$ cat config.mk
export PLATFORM = sky130hd
export DESIGN_NAME = ncc_cell
export DESIGN_NICKNAME = d
export VERILOG_FILES = /design/src/rtl/nearest_centroid_confusion_counter_defines.svh /design/src/rtl/ncc_pkg.sv /design/src/rtl/ncc_cell.sv
export SDC_FILE = /design/constraint.sdc
export NUM_CORES = 1
export LEC_CHECK = 0
export BUFFER_PORTS_ARGS = -buffer_cell sky130_fd_sc_hd__buf_2
export CORE_MARGIN = 3
export CORE_UTILIZATION = 56
export DETAILED_ROUTE_END_ITERATION = 7
export GPL_TIMING_DRIVEN = 0
export PLACE_DENSITY = 0.76
export SYNTH_ARGS = -nofsm -noshare
export SYNTH_HDL_FRONTEND = slang
export SYNTH_SLANG_ARGS = --single-unit
$ cat constraint.sdc
create_clock -name clk -period 10.2 [get_ports clk]
set_clock_uncertainty 0.15 [all_clocks]
set_input_delay 1.02 -clock clk [delete_from_list [all_inputs] [get_ports clk]]
set_output_delay 1.02 -clock clk [all_outputs]
set_load 0.005 [all_outputs]
$ cat src/rtl/nearest_centroid_confusion_counter_defines.svh
// ----------------------------------------------------------------------------
// Assertion macros for the nearest-centroid confusion counter
// Shared concurrent assertion forms, clocked on the rising edge, off in reset.
// ----------------------------------------------------------------------------
`ifndef NEAREST_CENTROID_CONFUSION_COUNTER_DEFINES_SVH
`define NEAREST_CENTROID_CONFUSION_COUNTER_DEFINES_SVH

// same-cycle implication
`define NCC_ASSERT_IMP(label, clk, rst_n, ante, cons, msg) \
  label: assert property (@(posedge clk) disable iff (!rst_n) (ante) |-> (cons)) \
    else $error(msg);

// next-cycle implication
`define NCC_ASSERT_NXT(label, clk, rst_n, ante, cons, msg) \
  label: assert property (@(posedge clk) disable iff (!rst_n) (ante) |=> (cons)) \
    else $error(msg);

`endif

$ cat src/rtl/ncc_pkg.sv
// ----------------------------------------------------------------------------
// ncc_pkg
// Function codes and the control bundle handed along the classifier chain.
// ----------------------------------------------------------------------------
package ncc_pkg;

  typedef logic [1:0] func_t;

  localparam func_t FUNC_CLASSIFY = 2'd0;
  localparam func_t FUNC_CLEAR    = 2'd1;
  localparam func_t FUNC_READ     = 2'd2;

  typedef struct packed {
    logic  valid;
    func_t func;
  } ncc_ctl_t;

endpackage

$ cat src/rtl/ncc_cell.sv
// ----------------------------------------------------------------------------
// ncc_cell
// One classifier cell: squared distance to its own centroid, keeps the best.
// ----------------------------------------------------------------------------
module ncc_cell #(
  parameter int SAMPLE_BITS = 12,
  parameter int CLASS_BITS  = 3,
  parameter int DIST_BITS   = 26,
  parameter int CELL_IDX    = 0
) (
  input  logic                     clk,
  input  logic                     rst_n,
  input  logic [3*SAMPLE_BITS-1:0] centroid,
  input  ncc_pkg::ncc_ctl_t        ctl_in,
  input  logic [SAMPLE_BITS-1:0]   x_in,
  input  logic [SAMPLE_BITS-1:0]   y_in,
  input  logic [SAMPLE_BITS-1:0]   z_in,
  input  logic [CLASS_BITS-1:0]    row_in,
  input  logic [CLASS_BITS-1:0]    col_in,
  input  logic [DIST_BITS-1:0]     best_d_in,
  input  logic [CLASS_BITS-1:0]    best_idx_in,
  input  logic                     ready_in,
  output logic                     ready_out,
  output ncc_pkg::ncc_ctl_t        ctl_out,
  output logic [SAMPLE_BITS-1:0]   x_out,
  output logic [SAMPLE_BITS-1:0]   y_out,
  output logic [SAMPLE_BITS-1:0]   z_out,
  output logic [CLASS_BITS-1:0]    row_out,
  output logic [CLASS_BITS-1:0]    col_out,
  output logic [DIST_BITS-1:0]     best_d_out,
  output logic [CLASS_BITS-1:0]    best_idx_out
);

  logic                       v_r;
  ncc_pkg::func_t             func_r;
  logic [SAMPLE_BITS-1:0]     x_r, y_r, z_r;
  logic [CLASS_BITS-1:0]      row_r, col_r, best_idx_r;
  logic [DIST_BITS-1:0]       best_d_r;

  logic [SAMPLE_BITS-1:0]     cx, cy, cz;
  logic [SAMPLE_BITS-1:0]     dx, dy, dz;
  logic [2*SAMPLE_BITS-1:0]   sqx, sqy, sqz;
  logic [DIST_BITS-1:0]       sq_dist;
  logic                       take;
  logic                       load;

  assign cx = centroid[SAMPLE_BITS-1:0];
  assign cy = centroid[2*SAMPLE_BITS-1:SAMPLE_BITS];
  assign cz = centroid[3*SAMPLE_BITS-1:2*SAMPLE_BITS];

  assign dx = (x_in >= cx) ? (x_in - cx) : (cx - x_in);
  assign dy = (y_in >= cy) ? (y_in - cy) : (cy - y_in);
  assign dz = (z_in >= cz) ? (z_in - cz) : (cz - z_in);

  assign sqx = (2*SAMPLE_BITS)'(dx) * (2*SAMPLE_BITS)'(dx);
  assign sqy = (2*SAMPLE_BITS)'(dy) * (2*SAMPLE_BITS)'(dy);
  assign sqz = (2*SAMPLE_BITS)'(dz) * (2*SAMPLE_BITS)'(dz);

  assign sq_dist = DIST_BITS'(sqx) + DIST_BITS'(sqy) + DIST_BITS'(sqz);

  // strict compare keeps the lower index on a tie; the first cell always takes
  assign take = (CELL_IDX == 0) || (sq_dist < best_d_in);

  // bubbles collapse: a cell refills whenever it is empty or moving on
  assign ready_out = !v_r || ready_in;
  assign load      = ready_out && ctl_in.valid;

  always_ff @(posedge clk) begin
    if (!rst_n) begin
      v_r <= 1'b0;
    end else if (ready_out) begin
      v_r <= ctl_in.valid;
    end
  end

  always_ff @(posedge clk) begin
    if (load) begin
      func_r     <= ctl_in.func;
      x_r        <= x_in;
      y_r        <= y_in;
      z_r        <= z_in;
      row_r      <= row_in;
      col_r      <= col_in;
      best_d_r   <= take ? sq_dist : best_d_in;
      best_idx_r <= take ? CLASS_BITS'(CELL_IDX) : best_idx_in;
    end
  end

  assign ctl_out      = '{valid: v_r, func: func_r};
  assign x_out        = x_r;
  assign y_out        = y_r;
  assign z_out        = z_r;
  assign row_out      = row_r;
  assign col_out      = col_r;
  assign best_d_out   = best_d_r;
  assign best_idx_out = best_idx_r;

endmodule

==> key figures <==
Status
  • Status: finished, final reports clean

Worst setup path
  • Crit path largest cell delay: 560 ps
  • Worst path required time: 10170 ps
  • Critical path endpoint category: register
  • Most frequent CP cell: fa_1
  • CP Data Arrival Time: 9930 ps
  • Critical path class: in -> reg
  • Startpoint Class: input port
  • Crit path max-delay cell type: fa_1
  • CP max FO: 5

Routing
  • Residual DRC count: 0
  • Routed Antenna Nets: 0
  • Initial DRC count: 932
  • Avg WL per Cell: 16.8 um
  • Final WL: 41600 um
  • Initial DRT Pass Iterations: 7
  • Via count: 13162
  • Via density: 5.31

Global routing
  • GRT overflow: 0
  • Vias in the first global route: 14041
  • First-pass GRT wire length: 67400 um
  • Initial antenna violation count: 0
  • Total global-route track usage: 25.2%
  • Largest net degree at the start of global routing: 43

Timing
  • Worst hold slack: 415 ps
  • Crit share post-route: 97.6%
  • Pins Over Slew Limit: 0
  • Final setup violation count: 0
  • FMAX: 0.100 GHz
  • Hold Fails Final Rpt: 0
  • Tmin final: 9960 ps
  • Worst slew margin: 54.4%
  • Worst-margin pin slew: 681 ps

Floorplan
  • Core footprint: 31000 um2
  • # IOs: 188
  • Row count: 64
  • Die area: 34000 um2
  • Die W: 184 um
  • Initial core utilization: 57.5%
  • Die Ht: 184 um

Cells and area
  • Fillcell total: 2376
  • Diodes inserted: 0
  • Layout area overhead: 15.0%
  • Layout cells sized above 1: 18.5%
  • Post-route cell area: 20500 um2
  • Nets@finish: 2746

Yosys
  • Post-Synthesis Cells: 1868
  • Yosys warning total: 0
  • Top post-synthesis cells by area: fa_1, ha_1, edfxtp_1
  • Post-synth EDFFs: 70
  • Synth cell types: 79
  • Yosys top cell by area: fa_1
  • Post-synthesis sequential area ratio: 11.9%
  • Most common cell in the netlist: inv_1
  • Netlist Area Pre-Place: 17800 um2
  • Syn_area_per_cell: 9.54 um2
  • Post-synth top area share: 37.2%
  • #FFs+latches synth: 71
  • Ys flop type: edfxtp_1
  • Synth cell count leaders: inv_1, fa_1, ha_1
  • Asr flop ratio synth: 0%

Min path
  • HP Class: reg -> reg

CTS
  • Worst-Skew Late Latency: 370 ps
  • Htree depth: 3
  • CTS clk-pin slew, worst paths: 60 ps
  • CTS Root Cell: clkbuf_16
  • CTS Buf Count: 9
  • TritonCTS clock tree: done
  • CTS Sinks: 71
  • Longest Clk Path Bufs: 2
  • Cts hold-fix bufs: 0

Placement
  • Port bufs: 155
  • Area after DPL: 19100 um2
  • Final Wtd Congestion: 0.922
  • Dpl hpwl: 34900 um

Run
  • Max cap viols: 0
-- stage by stage --
stage          setup WS (ps)  TNS (ps)  std cells  utilization, %
6_report                 240         0       2481            66.2
5_1_grt                -83.5      -212       2481            66.2
4_1_cts                 5.60         0       2446            63.7
3_5_place_dp           -1590    -15840       2422            61.7
3_3_place_gp           -1620    -16060       2421            61.6
2_1_floorplan            321         0       1870               -
-- per-layer routing --
layer | global-route usage [%] | vias up | wire, um
li1 | - | 6101 | -
met1 | 31.2 | 6576 | 16000
met2 | 44.0 | 401 | 21600
met3 | 4.52 | 84 | 2400
met4 | 9.74 | 0 | 1610
met5 | 0 | - | 0
-- flip-flops by register name (all words and copies together) (netlist names) --
register	flops
best_d_out	26
x_out	12
y_out	12
z_out	12
col_out	3
row_out	3
func_r	2
v_r	1
-- timing repair --
| action | in CTS | in global routing |
|---|---|---|
| endpoints found under the hold margin | 0 | 0 |
| pin swaps | 4 | 37 |
| setup endpoints to repair | 13 | 10 |
| setup buffers | 8 | 35 |
| gates cloned | 0 | 1 |
| resized for setup | 44 | 112 |
-- cell type report --
cell class / instances / area (um2) / share of cell area (%)
multi-input cells: 1193 / 13900 / 67.9
flip-flops and latches: 71 / 2120 / 10.4
inverters: 562 / 2120 / 10.4
repair buffers: 200 / 1190 / 5.79
well taps: 396 / 495 / 2.42
plain buffers: 43 / 327 / 1.59
clock buffers: 10 / 229 / 1.12
clock inverters: 6 / 93.8 / 0.458
-- worst max-delay path, delay by kind of cell --
family,cells,cell delay (ps)
adders and majority gates,11,4790
AOI/OAI and AO/OA,8,1810
buffers and inverters,11,990
and+or+nand+nor,4,740
muxes,1,280
xor gates and xnor gates,2,240
-- path summary, 6_finish.rpt --
kind                    startpoint                       end  slack [ps]  cells past startpoint
setup reg to reg  v_r$_SDFFE_PN0N_  best_d_out[25]$_DFFE_PP_        8520                      3
hold / removal    v_r$_SDFFE_PN0N_          v_r$_SDFFE_PN0N_         410                      2
setup / recovery           x_in[0]  best_d_out[22]$_DFFE_PP_         240                     37
hold reg to reg   v_r$_SDFFE_PN0N_          v_r$_SDFFE_PN0N_         410                      2
-- cell usage in the layout, fill, tap and decap left out, drive strengths merged, types with 4 or more instances in the layout --
| cell type | instances |
|---|---|
| o21a | 8 |
| a211oi | 12 |
| o21bai | 17 |
| nand3 | 11 |
| a21o | 35 |
| nor2b | 10 |
| fa | 331 |
| nand2 | 55 |
| edfxtp | 70 |
| and2 | 9 |
| xnor2 | 43 |
| and3 | 4 |
| clkinv | 4 |
| nand2b | 19 |
| o21ai | 26 |
| or2 | 36 |
| or3 | 8 |
| o22ai | 4 |
| clkbuf | 25 |
| buf | 228 |
| inv | 560 |
| a31oi | 6 |
| a21oi | 64 |
| ha | 222 |
| xor2 | 17 |
| a2111oi | 4 |
| nand4 | 4 |
| nor2 | 159 |
| a21boi | 4 |
| mux2i | 20 |
| nor3 | 22 |
| a31o | 4 |
-- kinds of logic after synthesis --
family / share of synthesized area [%]
muxes: 1.40
xor gates and xnor gates: 3.31
DFF: 11.9
and+or+nand+nor: 9.12
buffers and inverters: 13.2
AOI/OAI and AO/OA: 8.30
adders and majority gates: 52.8
other: 0.0210
Power is not shown: default switching activity piles up to over one toggle a cycle in this logic, so the estimate is an artifact.
