===== src/rtl/nearest_centroid_confusion_counter_defines.svh =====
// ----------------------------------------------------------------------------
// Assertion macros for the nearest-centroid confusion counter
// Shared concurrent assertion forms, clocked on the rising edge, off in reset.
// ----------------------------------------------------------------------------
`ifndef NEAREST_CENTROID_CONFUSION_COUNTER_DEFINES_SVH
`define NEAREST_CENTROID_CONFUSION_COUNTER_DEFINES_SVH

// same-cycle implication
`define NCC_ASSERT_IMP(label, clk, rst_n, ante, cons, msg) \
  label: assert property (@(posedge clk) disable iff (!rst_n) (ante) |-> (cons)) \
    else $error(msg);

// next-cycle implication
`define NCC_ASSERT_NXT(label, clk, rst_n, ante, cons, msg) \
  label: assert property (@(posedge clk) disable iff (!rst_n) (ante) |=> (cons)) \
    else $error(msg);

`endif


===== src/rtl/ncc_pkg.sv =====
// ----------------------------------------------------------------------------
// ncc_pkg
// Function codes and the control bundle handed along the classifier chain.
// ----------------------------------------------------------------------------
package ncc_pkg;

  typedef logic [1:0] func_t;

  localparam func_t FUNC_CLASSIFY = 2'd0;
  localparam func_t FUNC_CLEAR    = 2'd1;
  localparam func_t FUNC_READ     = 2'd2;

  typedef struct packed {
    logic  valid;
    func_t func;
  } ncc_ctl_t;

endpackage


===== src/rtl/ncc_ram.sv =====
// ----------------------------------------------------------------------------
// ncc_ram
// Generic simple dual-port RAM: one write port, one read port, registered read.
// ----------------------------------------------------------------------------
module ncc_ram #(
  parameter int WIDTH = 24,
  parameter int DEPTH = 36
) (
  input  logic                     clk,
  input  logic                     we,
  input  logic [$clog2(DEPTH)-1:0] waddr,
  input  logic [WIDTH-1:0]         wdata,
  input  logic                     re,
  input  logic [$clog2(DEPTH)-1:0] raddr,
  output logic [WIDTH-1:0]         rdata
);

  logic [WIDTH-1:0] mem_r [0:DEPTH-1];
  logic [WIDTH-1:0] rdata_r;

  always_ff @(posedge clk) begin
    if (we) begin
      mem_r[waddr] <= wdata;
    end
    if (re) begin
      rdata_r <= mem_r[raddr];
    end
  end

  assign rdata = rdata_r;

endmodule


===== src/rtl/ncc_count.sv =====
// ----------------------------------------------------------------------------
// ncc_count
// Confusion counter bank: RAM with per-entry valid flags, update and output.
// ----------------------------------------------------------------------------
`include "nearest_centroid_confusion_counter_defines.svh"

module ncc_count #(
  parameter int NUM_CLASSES = 6,
  parameter int CLASS_BITS  = 3,
  parameter int COUNT_BITS  = 24
) (
  input  logic                  clk,
  input  logic                  rst_n,
  input  ncc_pkg::ncc_ctl_t     ctl_in,
  input  logic [CLASS_BITS-1:0] row_in,
  input  logic [CLASS_BITS-1:0] col_in,
  input  logic [CLASS_BITS-1:0] win_in,
  output logic                  ready_out,
  output logic                  out_valid,
  input  logic                  out_stall,
  output logic [CLASS_BITS-1:0] out_predicted_class,
  output logic [COUNT_BITS-1:0] out_cell_count
);

  localparam int DEPTH     = NUM_CLASSES * NUM_CLASSES;
  localparam int ADDR_BITS = $clog2(DEPTH);

  // incoming address
  logic                  row_ok, col_ok, in_range;
  logic [CLASS_BITS-1:0] col_sel;
  logic [ADDR_BITS-1:0]  addr;
  logic                  rd_en;

  // update stage
  logic                  u_v_r;
  ncc_pkg::func_t        u_func_r;
  logic [CLASS_BITS-1:0] u_win_r;
  logic [ADDR_BITS-1:0]  u_addr_r;
  logic                  u_ok_r;
  logic                  u_move;

  logic [DEPTH-1:0]      cnt_vld_r, cnt_vld_nxt;
  logic                  lw_v_r;
  logic [ADDR_BITS-1:0]  lw_addr_r;
  logic [COUNT_BITS-1:0] lw_data_r;

  logic [COUNT_BITS-1:0] ram_rdata;
  logic [COUNT_BITS-1:0] cur, inc;
  logic                  ram_we;

  // output register
  logic                  o_v_r;
  logic [CLASS_BITS-1:0] o_pred_r, o_pred_nxt;
  logic [COUNT_BITS-1:0] o_cnt_r, o_cnt_nxt;
  logic                  o_ready;

  assign col_sel = (ctl_in.func == ncc_pkg::FUNC_READ) ? col_in : win_in;
  assign row_ok  = (CLASS_BITS+1)'(row_in) < (CLASS_BITS+1)'(NUM_CLASSES);
  assign col_ok  = (CLASS_BITS+1)'(col_sel) < (CLASS_BITS+1)'(NUM_CLASSES);
  assign in_range = row_ok && col_ok;
  assign addr = in_range ?
                ADDR_BITS'(row_in) * ADDR_BITS'(NUM_CLASSES) + ADDR_BITS'(col_sel) :
                '0;

  assign o_ready   = !o_v_r || !out_stall;
  assign ready_out = !u_v_r || o_ready;
  assign u_move    = u_v_r && o_ready;
  assign rd_en     = ready_out && ctl_in.valid;

  ncc_ram #(
    .WIDTH (COUNT_BITS),
    .DEPTH (DEPTH)
  ) u_ram (
    .clk   (clk),
    .we    (ram_we),
    .waddr (u_addr_r),
    .wdata (inc),
    .re    (rd_en),
    .raddr (addr),
    .rdata (ram_rdata)
  );

  // a write on the same edge as our read is not seen by the RAM: forward it
  always_comb begin
    cur = '0;
    if (u_ok_r && cnt_vld_r[u_addr_r]) begin
      cur = (lw_v_r && lw_addr_r == u_addr_r) ? lw_data_r : ram_rdata;
    end
  end

  assign inc    = (&cur) ? cur : cur + COUNT_BITS'(1);
  assign ram_we = u_move && u_func_r == ncc_pkg::FUNC_CLASSIFY && u_ok_r;

  always_comb begin
    cnt_vld_nxt = cnt_vld_r;
    o_pred_nxt  = '0;
    o_cnt_nxt   = '0;
    case (u_func_r)
      ncc_pkg::FUNC_CLASSIFY: begin
        o_pred_nxt = u_win_r;
        if (u_ok_r) begin
          o_cnt_nxt = inc;
          cnt_vld_nxt[u_addr_r] = 1'b1;
        end
      end
      ncc_pkg::FUNC_CLEAR: begin
        cnt_vld_nxt = '0;
      end
      ncc_pkg::FUNC_READ: begin
        o_cnt_nxt = cur;
      end
      default: begin
        o_cnt_nxt = '0;
      end
    endcase
  end

  always_ff @(posedge clk) begin
    if (!rst_n) begin
      u_v_r     <= 1'b0;
      o_v_r     <= 1'b0;
      lw_v_r    <= 1'b0;
      cnt_vld_r <= '0;
    end else begin
      if (ready_out) begin
        u_v_r <= ctl_in.valid;
      end
      if (o_ready) begin
        o_v_r <= u_v_r;
      end
      if (u_move) begin
        cnt_vld_r <= cnt_vld_nxt;
        if (ram_we) begin
          lw_v_r <= 1'b1;
        end else if (u_func_r == ncc_pkg::FUNC_CLEAR) begin
          lw_v_r <= 1'b0;
        end
      end
    end
  end

  always_ff @(posedge clk) begin
    if (rd_en) begin
      u_func_r <= ctl_in.func;
      u_win_r  <= win_in;
      u_addr_r <= addr;
      u_ok_r   <= (ctl_in.func == ncc_pkg::FUNC_READ) ? in_range : row_ok;
    end
    if (ram_we) begin
      lw_addr_r <= u_addr_r;
      lw_data_r <= inc;
    end
    if (u_move) begin
      o_pred_r <= o_pred_nxt;
      o_cnt_r  <= o_cnt_nxt;
    end
  end

  assign out_valid           = o_v_r;
  assign out_predicted_class = o_pred_r;
  assign out_cell_count      = o_cnt_r;

  `NCC_ASSERT_NXT(a_clear_drops_all, clk, rst_n, u_move && u_func_r == ncc_pkg::FUNC_CLEAR, cnt_vld_r == '0, "clear left a counter marked valid")
  `NCC_ASSERT_IMP(a_write_nonzero, clk, rst_n, ram_we, inc != '0, "counter write of zero")
  `NCC_ASSERT_IMP(a_fwd_entry_valid, clk, rst_n, lw_v_r, cnt_vld_r[lw_addr_r], "forwarded entry not valid")
  `NCC_ASSERT_IMP(a_write_needs_slot, clk, rst_n, ram_we, u_v_r && o_ready, "counter written without advancing")

endmodule


===== config.mk =====
export PLATFORM = sky130hd
export DESIGN_NAME = ncc_count
export DESIGN_NICKNAME = d
export VERILOG_FILES = /design/src/rtl/ncc_pkg.sv /design/src/rtl/ncc_ram.sv /design/src/rtl/ncc_count.sv
export VERILOG_INCLUDE_DIRS = /design/src /design/src/rtl
export SDC_FILE = /design/constraint.sdc
export NUM_CORES = 1
export LEC_CHECK = 0
export ABC_AREA = 1
export BUFFER_PORTS_ARGS = -buffer_cell sky130_fd_sc_hd__clkbuf_2
export CAP_MARGIN = 20
export CORE_UTILIZATION = 35
export DETAILED_ROUTE_END_ITERATION = 10
export HOLD_SLACK_MARGIN = 0.06
export PLACE_DENSITY_LB_ADDON = 0.15
export SLEW_MARGIN = 20
export SYNTH_ARGS = -nofsm -noshare
export SYNTH_HDL_FRONTEND = slang
export SYNTH_SLANG_ARGS = --single-unit

===== constraint.sdc =====
create_clock -name clk -period 6.65 [get_ports clk]
set_clock_uncertainty 0.2 [all_clocks]
set_input_delay 0.9975 -clock clk [delete_from_list [all_inputs] [get_ports clk]]
set_output_delay 0.9975 -clock clk [all_outputs]
set_load 0.05 [all_outputs]

==> results by group <==
Outcome
  – Status: finished, final reports clean

Worst setup path
  – Crit path kind: reg2reg
  – CP endpoint kind: register
  – Critical Path Source Type: register
  – CP arrival: 5.39 ns
  – Critical Path RT: 6.80 ns
  – CP max FO: 38

Place
  – Detailed Place HPWL: 69.5 mm
  – Port bufs: 43
  – Final GP Congestion: 0.914

Global route
  – First-pass GRT wire length: 185 mm
  – Vias in the first global route: 25,711
  – Initial antenna violation count: 4
  – Grt ovf: 0
  – GRT Util Overall: 21.1%
  – Pin count of the biggest net entering global routing: 162

Layout
  – Core Util, Final: 40.2%
  – Commonest non-fill, non-tap cell in the layout: edfxtp_1
  – Share of post-route cells with drive strength above 1: 17.4%
  – Most frequent cells in the layout: 957 x edfxtp_1, 399 x nand2_1, 306 x o211ai_1, 304 x o21ai_0, 230 x nand3_1
  – Area delta synth->final: 13.7%
  – Post-layout nets: 3,402

Floorplan
  – Core Area: 0.118 mm2
  – Row count: 126
  – Initial core utilization: 35.4%
  – Die ar.: 0.121 mm2
  – Ports: 44
  – Die Y: 348 um
  – Die width: 348 um

Timing
  – Final Hold Viols: 0
  – RSZ-0062 raised after global routing: false
  – Crit share post-route: 78.8%
  – Endpoints failing setup: 0
  – Rel. slew slack: 32.5%
  – Slew @ Worst Pin: 1.01 ns
  – Slew Limit Fails: 0
  – Minimum clock period: 5.24 ns
  – Setup TNS: 0 ns
  – Achievable Freq: 191 MHz
  – Final hold slack: 0.254 ns

Logic synthesis
  – Simple-Gate Fraction of Synth Area: 12.7%
  – Synthesized flop and latch total: 996
  – Ys Warns: 0
  – Largest family of logic cells by synthesized area: simple AND/OR/NAND/NOR gates
  – Synth Area in XOR/XNOR: 0.167%
  – Syn Inst Count: 3,341
  – Synth Net Count: 3,364
  – Post-Synth Adder-Cell Area: 0.275%
  – Mapped Area: 0.0419 mm2
  – Synth unique cells: 41
  – Register area share after synthesis: 70.5%
  – Compound-Gate Fraction of Synth Area: 12.2%
  – Synth Area per Inst: 12.5 um2
  – Multiplexer share of the synthesized area: 0.0239%

Power and ir drop
  – Lkg Pwr: 0.0165 uW
  – Sw Pwr: 3860 uW
  – Sequential share of power: 48.2%
  – Clk network pwr share: 39.5%
  – Net switching fraction of the power: 26.6%
  – Pwr/cell area: 304 mW/mm2
  – Comb pwr share: 12.4%
  – Internal power: 10,600 uW
  – IR Drop Worst-Case VDD: 193 uV

Clock network
  – Clk Latency, worst-skew pair: 0.70 ns
  – CTS tree: yes
  – Setup bufs post-CTS: 0
  – H-Tree Level Count: 3
  – CTS Buffer Depth: 3
  – Post-CTS Resized: 0
  – Clock slew at reported path FFs: 0.06 ns
  – Cts hold-fix bufs: 0
  – Clk sink count: 996
  – Num CTS Buffers: 111
  – Root buf cell: clkbuf_16

Routing
  – Total number of vias: 26,727
  – DR iter-0 viols: 2,478
  – Remaining antenna violation count after routing: 0
  – Vias per inst: 5.33
  – DRC violations left: 0
  – Mean routed wirelength per cell: 25.7 um
  – DRT Pass-1 Iters: 6
  – Total Wirelength: 129 mm

Job
  – Max_cap viols: 0

Hold path
  – Worst min-delay path category: reg2reg
worst paths after layout:
check,startpoint,end,slack (ns),depth (start not counted)
setup / recovery,u_addr_r[0],u_ram.mem_r[3][12],1.41,17
hold / removal,cnt_vld_r[34],cnt_vld_r[34],0.25,2
setup reg to reg,u_addr_r[0],u_ram.mem_r[3][12],1.41,17
hold reg to reg,cnt_vld_r[34],cnt_vld_r[34],0.25,2
per-stage QoR:
| stage | instances | power, uW | setup slack, ns | area [um2] |
|---|---|---|---|---|
| after floorplan | 3341 | 8150 | 1.34 | 41900 |
| after global placement | 4802 | 8920 | 1.37 | 44200 |
| after detailed placement | 4802 | 8920 | 1.37 | 44200 |
| after CTS | 5010 | 14600 | 1.34 | 47600 |
| after global routing | 5010 | 15000 | 0.850 | 47600 |
| final | 5016 | 14500 | 1.41 | 47600 |
power by group through the flow:
stage	combinational (uW)	sequential [uW]	clock (uW)
finish	1790	6980	5720
global route	1950	6980	6080
CTS	1810	6980	5850
detailed placement	1810	7110	0
global placement	1810	7110	0
floorplan	1040	7110	0
flip-flops by register name, indices dropped and copies added, names as in the netlist, 2 cells and up:
name,flops
u_ram.mem_r,864
cnt_vld_r,36
lw_data_r,24
out_cell_count,24
u_ram.rdata,24
lw_addr_r,6
u_addr_r,6
out_predicted_class,3
u_win_r,3
u_func_r,2
Yosys cell counts (all sizes together):
| master | instances | area share (%) |
|---|---|---|
| o21bai | 100 | 1.8 |
| nand3 | 241 | 3.0 |
| o22ai | 18 | 0.27 |
| xnor2 | 3 | 0.063 |
| fa | 2 | 0.096 |
| a31oi | 21 | 0.31 |
| inv | 208 | 1.9 |
| dfxtp | 39 | 1.9 |
| a21oi | 34 | 0.41 |
| o211ai | 306 | 5.5 |
| or2 | 208 | 3.1 |
| nor2 | 163 | 1.6 |
| clkbuf | 143 | 1.3 |
| nand3b | 1 | 0.018 |
| clkinv | 1 | 0.0090 |
| edfxtp | 957 | 69 |
| o21ai | 327 | 3.9 |
| mux2i | 1 | 0.024 |
| ha | 6 | 0.18 |
| nor3 | 42 | 0.59 |
| buf | 70 | 0.94 |
| a21boi | 1 | 0.018 |
| nand2 | 420 | 3.9 |
| xor2 | 5 | 0.10 |
| nand4 | 24 | 0.44 |
cell type report:
| cell class | count | area [um2] |
|---|---|---|
| Sequential cell | 996 | 29500 |
| Antenna cell | 6 | 15.0 |
| Multi-Input combinational cell | 1923 | 10900 |
| Clock buffer | 147 | 2980 |
| Tap cell | 1536 | 1920 |
| Timing Repair Buffer | 138 | 1090 |
| Clock inverter | 61 | 393 |
| Fill cell | 11153 | 70700 |
| Inverter | 209 | 798 |
worst max-delay path: stages (launching register included):
cell	delay, ns
edfxtp_1	0.97
inv_2	0.34
nand2_1	0.17
nand2_1	0.06
nor2_1	0.09
nand2_1	0.09
nor2_4	0.43
nand2_1	0.11
nand2_1	0.17
nand3_1	0.15
inv_1	0.10
ha_1	0.23
nand2_1	0.11
nor2_4	0.22
nand2_2	0.12
nor2_4	0.18
nand2_4	0.28
nand2_2	0.82
per-layer routing:
metal  global-route usage, %  wire length (um)  up-vias
li1                        -                 -    12317
met1                    29.5             58500    13545
met2                    34.5             60900      703
met3                    3.02              6620      162
met4                    4.85              2730        0
met5                       0                 0        -
kinds of logic after synthesis:
kind of cell             count (synthesis)
adder cells (fa/ha/maj)                  8
flip-flops                             996
multiplexers                             1
buffers and inverters                  422
AO/OA/AOI/OAI                          807
AND/OR/NAND/NOR                       1099
XOR/XNOR                                 8
No activity file was read; power rests on OpenSTA's default activity.
